[config.mk]
export PLATFORM = sky130hd
export DESIGN_NAME = imm_ctrl
export DESIGN_NICKNAME = d
export VERILOG_FILES = /design/src/rtl/imm_pkg.sv /design/src/rtl/imm_ctrl.sv
export SDC_FILE = /design/constraint.sdc
export NUM_CORES = 1
export LEC_CHECK = 0
export BUFFER_PORTS_ARGS = -buffer_cell sky130_fd_sc_hd__buf_2
export CORE_AREA = 2 2 39 41
export CTS_BUF_LIST = sky130_fd_sc_hd__clkbuf_4 sky130_fd_sc_hd__clkbuf_8 sky130_fd_sc_hd__clkbuf_16
export DETAILED_ROUTE_END_ITERATION = 16
export DIE_AREA = 0 0 41 43
export GPL_ROUTABILITY_DRIVEN = 0
export PLACE_DENSITY = 0.67
export RECOVER_POWER = 25
export SYNTH_ARGS = -nofsm -noshare
export SYNTH_HDL_FRONTEND = slang
export SYNTH_SLANG_ARGS = --single-unit
export TNS_END_PERCENT = 100
[constraint.sdc]
create_clock -name aclk -period 2.2 [get_ports aclk]
set_input_delay 0.33 -clock aclk [delete_from_list [all_inputs] [get_ports aclk]]
set_output_delay 0.33 -clock aclk [all_outputs]
set_load 0.01 [all_outputs]
[src/rtl/imm_pkg.sv]
// ----------------------------------------------------------------------------
// imm_pkg
// Shared constants, codes and controller/datapath interface types for the
// integer square matrix multiplier.
// ----------------------------------------------------------------------------
package imm_pkg;

    localparam int MAX_SIZE   = 16;
    localparam int IDX_W      = $clog2(MAX_SIZE);
    localparam int ADDR_W     = 2 * IDX_W;
    localparam int CELLS      = MAX_SIZE * MAX_SIZE;
    localparam int SIZE_W     = 5;
    localparam int ELEM_W     = 32;
    localparam int ACC_W      = 64;
    localparam int ACTION_W   = 2;

    localparam logic [SIZE_W-1:0] SIZE_RESET = SIZE_W'(16);
    localparam logic [SIZE_W-1:0] SIZE_MAX   = SIZE_W'(MAX_SIZE);

    localparam logic [ACTION_W-1:0] ACT_LOAD_A = 2'd0;
    localparam logic [ACTION_W-1:0] ACT_LOAD_B = 2'd1;
    localparam logic [ACTION_W-1:0] ACT_QUERY  = 2'd2;

    // controller -> datapath
    typedef struct packed {
        logic             wr_a;
        logic             wr_b;
        logic             capture;
        logic             issue;
        logic [IDX_W-1:0] k;
        logic             emit;
    } imm_cmd_t;

    // datapath -> controller
    typedef struct packed {
        logic             query_bad;
        logic [IDX_W-1:0] n_last;
        logic             pipe_busy;
        logic             out_free;
    } imm_stat_t;

endpackage

[src/rtl/imm_ctrl.sv]
// ----------------------------------------------------------------------------
// imm_ctrl
// Controller: decodes input words, steps the shared index of a query and
// sequences drain and result hand-off.
// ----------------------------------------------------------------------------
module imm_ctrl import imm_pkg::*; (
    input  logic                aclk,
    input  logic                aresetn,
    input  logic                s_tvalid,
    output logic                s_tready,
    input  logic [ACTION_W-1:0] s_action,
    input  imm_stat_t           stat,
    output imm_cmd_t            cmd
);

    localparam logic [1:0] ST_IDLE  = 2'd0;
    localparam logic [1:0] ST_RUN   = 2'd1;
    localparam logic [1:0] ST_DRAIN = 2'd2;
    localparam logic [1:0] ST_EMIT  = 2'd3;

    logic [1:0]       state_reg, state_next;
    logic [IDX_W-1:0] k_reg, k_next;
    logic             take;

    assign s_tready = (state_reg == ST_IDLE);
    assign take     = s_tvalid && s_tready;

    always_comb begin
        state_next  = state_reg;
        k_next      = k_reg;
        cmd         = '0;
        cmd.k       = k_reg;
        unique case (state_reg)
            ST_IDLE: begin
                if (take) begin
                    cmd.wr_a    = (s_action == ACT_LOAD_A);
                    cmd.wr_b    = (s_action == ACT_LOAD_B);
                    if (s_action == ACT_QUERY) begin
                        cmd.capture = 1'b1;
                        k_next      = '0;
                        state_next  = stat.query_bad ? ST_EMIT : ST_RUN;
                    end
                end
            end
            ST_RUN: begin
                cmd.issue = 1'b1;
                if (k_reg == stat.n_last) begin
                    state_next = ST_DRAIN;
                end else begin
                    k_next = k_reg + 1'b1;
                end
            end
            ST_DRAIN: begin
                if (!stat.pipe_busy) begin
                    state_next = ST_EMIT;
                end
            end
            ST_EMIT: begin
                // hold until the output register is free
                if (stat.out_free) begin
                    cmd.emit   = 1'b1;
                    state_next = ST_IDLE;
                end
            end
            default: begin
                state_next = ST_IDLE;
            end
        endcase
    end

    always_ff @(posedge aclk) begin
        if (!aresetn) begin
            state_reg <= ST_IDLE;
            k_reg     <= '0;
        end else begin
            state_reg <= state_next;
            k_reg     <= k_next;
        end
    end

endmodule

==> key figures <==
Critical path
  • RR Startpoint: state_reg[0]$_SDFFE_PN0P_
  • R2R depth: 5
  • CP Data Required Time: roughly 2400 ps
  • Worst reg2reg setup slack: 330 ps
  • Startpoint Class: flip-flop
  • CP max FO: 8
  • Worst setup EP type: flip-flop
  • Setup crit start: state_reg[0]$_SDFFE_PN0P_
  • Reg2reg end: state_reg[1]$_SDFFE_PN0P_
  • Arrival time worst endpoint: around 2000 ps
  • Crit Path Category: flip-flop to flip-flop

Timing
  • Slew margin rel.: about 59%
  • Final period util: 85.07%
  • Actual slew at the worst max-slew pin: around 620 ps
  • Final setup fails: 0
  • Final Hold Vio Count: 0
  • Setup TNS: 0 ps
  • Max Freq: 0.5343 GHz
  • RSZ-0062 raised after global routing: false
  • Setup skew after layout: 5.484 ps
  • Post-route minimum period: 1872 ps
  • Fin. max-slew vios: 0

Finish
  • Antenna cells: 0
  • Layout Nets: 97
  • # fillers: 143
  • Area growth, synth to finish: 30.16%
  • Flip-flop count of the largest register after layout: 4
  • FF+latch area: 120.1 µm²
  • Share of cells above drive strength 1: 28.21%
  • Final instance area: 615.6 µm²
  • Multi-input gate area: 330.3 µm²

CTS
  • # H-tree levels: 1
  • Clk_lat worst skew: 260 ps
  • Cts repair resizes: 0
  • Clk buf depth: 2
  • CTS clk-pin slew, worst paths: ~50 ps
  • Total CTS buffers: 3
  • CTS Hold Bufs: 0
  • Clock Sink Count: 6
  • Root buffer cell: clkbuf_4
  • Post-CTS setup buffer count: 0
  • CTS tree: yes

Floorplan
  • Initial Util: ~34%
  • Die area: 1763 µm²
  • Die width: ~40 µm
  • IO Count: 22
  • Die Ht: 43 µm
  • Core footprint: roughly 1400 µm²
  • Num rows: 14

Logic synthesis
  • Sequential area share after synthesis: 25.40%
  • Syn_area_per_cell: 8.758 µm²
  • Synthesized area: ~470 µm²
  • Mux cell area share after synthesis: 2.116%
  • Area share of fa/ha/maj cells after synthesis: 13.23%
  • #FFs+latches synth: 6
  • Main combinational cell family by area after synthesis: compound AO/OA/AOI/OAI gates
  • Post-synthesis cell type count: 25
  • Synth Area in Compound Gates: 23.81%
  • Synth Instances: 54
  • Syn_nets: 71
  • Yosys Warn Count: 0
  • Xor-xnor portion of the synthesized cell area: 7.407%
  • Synth Area in Simple Gates: between 20% and 30%

Detailed routing
  • Vias: approximately 500
  • DR DRC count: 0
  • DR WL/cell: 12.17 µm
  • Initial DRC count: 6
  • Drt pass-1 iters: 4
  • Routed wire length: 1.144 mm
  • ANT nets after route: 0
  • Vias/cell: about 5.2

Pwr
  • Leakage power: 0.2864 nW
  • Power Density: between 900 and 1000 nW/µm²
  • Peak VDD IR: a little over 0.5 mV
  • Reg power frac: between 20 and 30%
  • Sw frac: between 40% and 50%
  • Pint: 327.0 µW
  • Clock power share: 18.5%
  • Combinational share of power: 54.7%
  • Sw power: between 200 and 300 µW

Global routing
  • Largest net degree at the start of global routing: 11
  • GRT overflow: 0
  • Vias in the first global route: 474
  • Global-route wire length before repair: 1.932 mm
  • All-Layer GR Usage: 16.48%
  • Initial antenna violation count: 0

Job
  • Max-cap violations: 0

Placed design
  • Post-DP HPWL: 910.4 µm
  • Area post-placement: ~600 µm²
  • Port Buffer Count: 21

Status
  • Outcome: finished clean

Hold path
  • Hold path startpoint: aresetn
  • Hold Crit Depth: 3
  • Hold path endpoint: k_reg[0]$_SDFFE_PN0P_
  • Worst hold path type: input pin to flip-flop
==> placed cells by master, fill, tap and decap left out, types with 2 or more instances in the layout <==
cell      instances
o311ai_0          2
inv_1             6
clkbuf_4          3
a21oi_1           6
dfxtp_1           6
buf_2            17
xor2_1            4
ha_1              5
clkbuf_1          4
a311oi_1          2
nand2_1           4
or4_1             3
==> final cells by class <==
| cell class | instances | share of cell area [%] |
|---|---|---|
| inverter | 6 | 3.659 |
| timing repair buffer | 21 | 16.26 |
| clock buffer | 3 | 3.659 |
| sequential | 6 | 19.51 |
| multi-input combinational | 42 | 53.66 |
| tap | 16 | 3.252 |
==> Yosys cell counts, drive strengths merged <==
master  number  share of area [%]
a21oi        6                6.3
a222oi       1                2.1
a311oi       2                3.7
and2         2                2.9
and4b        1                2.1
dfxtp        6                 25
ha           5                 13
inv          6                4.8
mux2i        1                2.1
nand2        4                3.2
nand3        1                1.1
nand3b       1                1.6
nor2         1               0.79
nor3         1                1.1
nor3b        1                1.6
nor4         1                1.3
o21ai        2                2.1
o311ai       2                3.7
o41ai        1                5.8
or2b         1                1.6
or3          1                1.3
or4          3                4.8
xor2         4                7.4
==> cells by family (layout without fill, tap and decap cells) <==
logic type	after synthesis	in the layout
AOI/OAI and AO/OA	14	14
xor gates and xnor gates	4	4
adders and majority gates	5	5
buffers and inverters	6	30
DFF	6	6
muxes	1	1
and+or+nand+nor	18	18
==> worst max-delay path, stage by stage (launching register included) <==
cell	delay [ps]
dfxtp_1	380
inv_1	90
ha_1	300
a222oi_1	600
a21oi_1	140
a311oi_1	260
==> metrics by stage <==
step                      worst slack (ps)  utilization [%]  instances  total power, mW  hold WS (ps)
final                                328.4            44.48         94           0.5849         345.5
after global routing                 95.23            44.48         94           0.6433         363.5
after CTS                            349.1            44.85         94           0.5899         350.1
after detailed placement             368.8            43.22         91           0.4814         527.9
after global placement               485.2            43.22         91           0.4663         514.6
after floorplan                      581.1                -         54           0.3861         471.1
==> worst max-delay path by stage <==
stage               cells past startpoint                        end  slack (ps)
floorplan                               5  state_reg[0]$_SDFFE_PN0P_         580
global placement                        5  state_reg[0]$_SDFFE_PN0P_         490
detailed placement                      5  state_reg[1]$_SDFFE_PN0P_         370
CTS                                     5  state_reg[1]$_SDFFE_PN0P_         350
global route                            5  state_reg[0]$_SDFFE_PN0P_         100
finish                                  5  state_reg[1]$_SDFFE_PN0P_         330
==> power by group through the flow <==
stage	clock, mW	sequential (mW)	combinational, mW
6_report	0.108	0.157	0.320
4_1_cts	0.109	0.156	0.324
3_5_place_dp	0	0.158	0.323
5_1_grt	0.121	0.163	0.360
2_1_floorplan	0	0.155	0.231
3_3_place_gp	0	0.156	0.310
==> metal layers <==
| layer | share of wire, % | up-vias | global-route usage (%) |
|---|---|---|---|
| met5 | 0 | - | 0 |
| met4 | 2.4 | 0 | 10.00 |
| met3 | 7.3 | 5 | 6.283 |
| met2 | 45 | 26 | 24.69 |
| met1 | 45 | 204 | 18.71 |
| li1 | - | 251 | - |
Note: power is estimated with default switching activity, not from simulation.
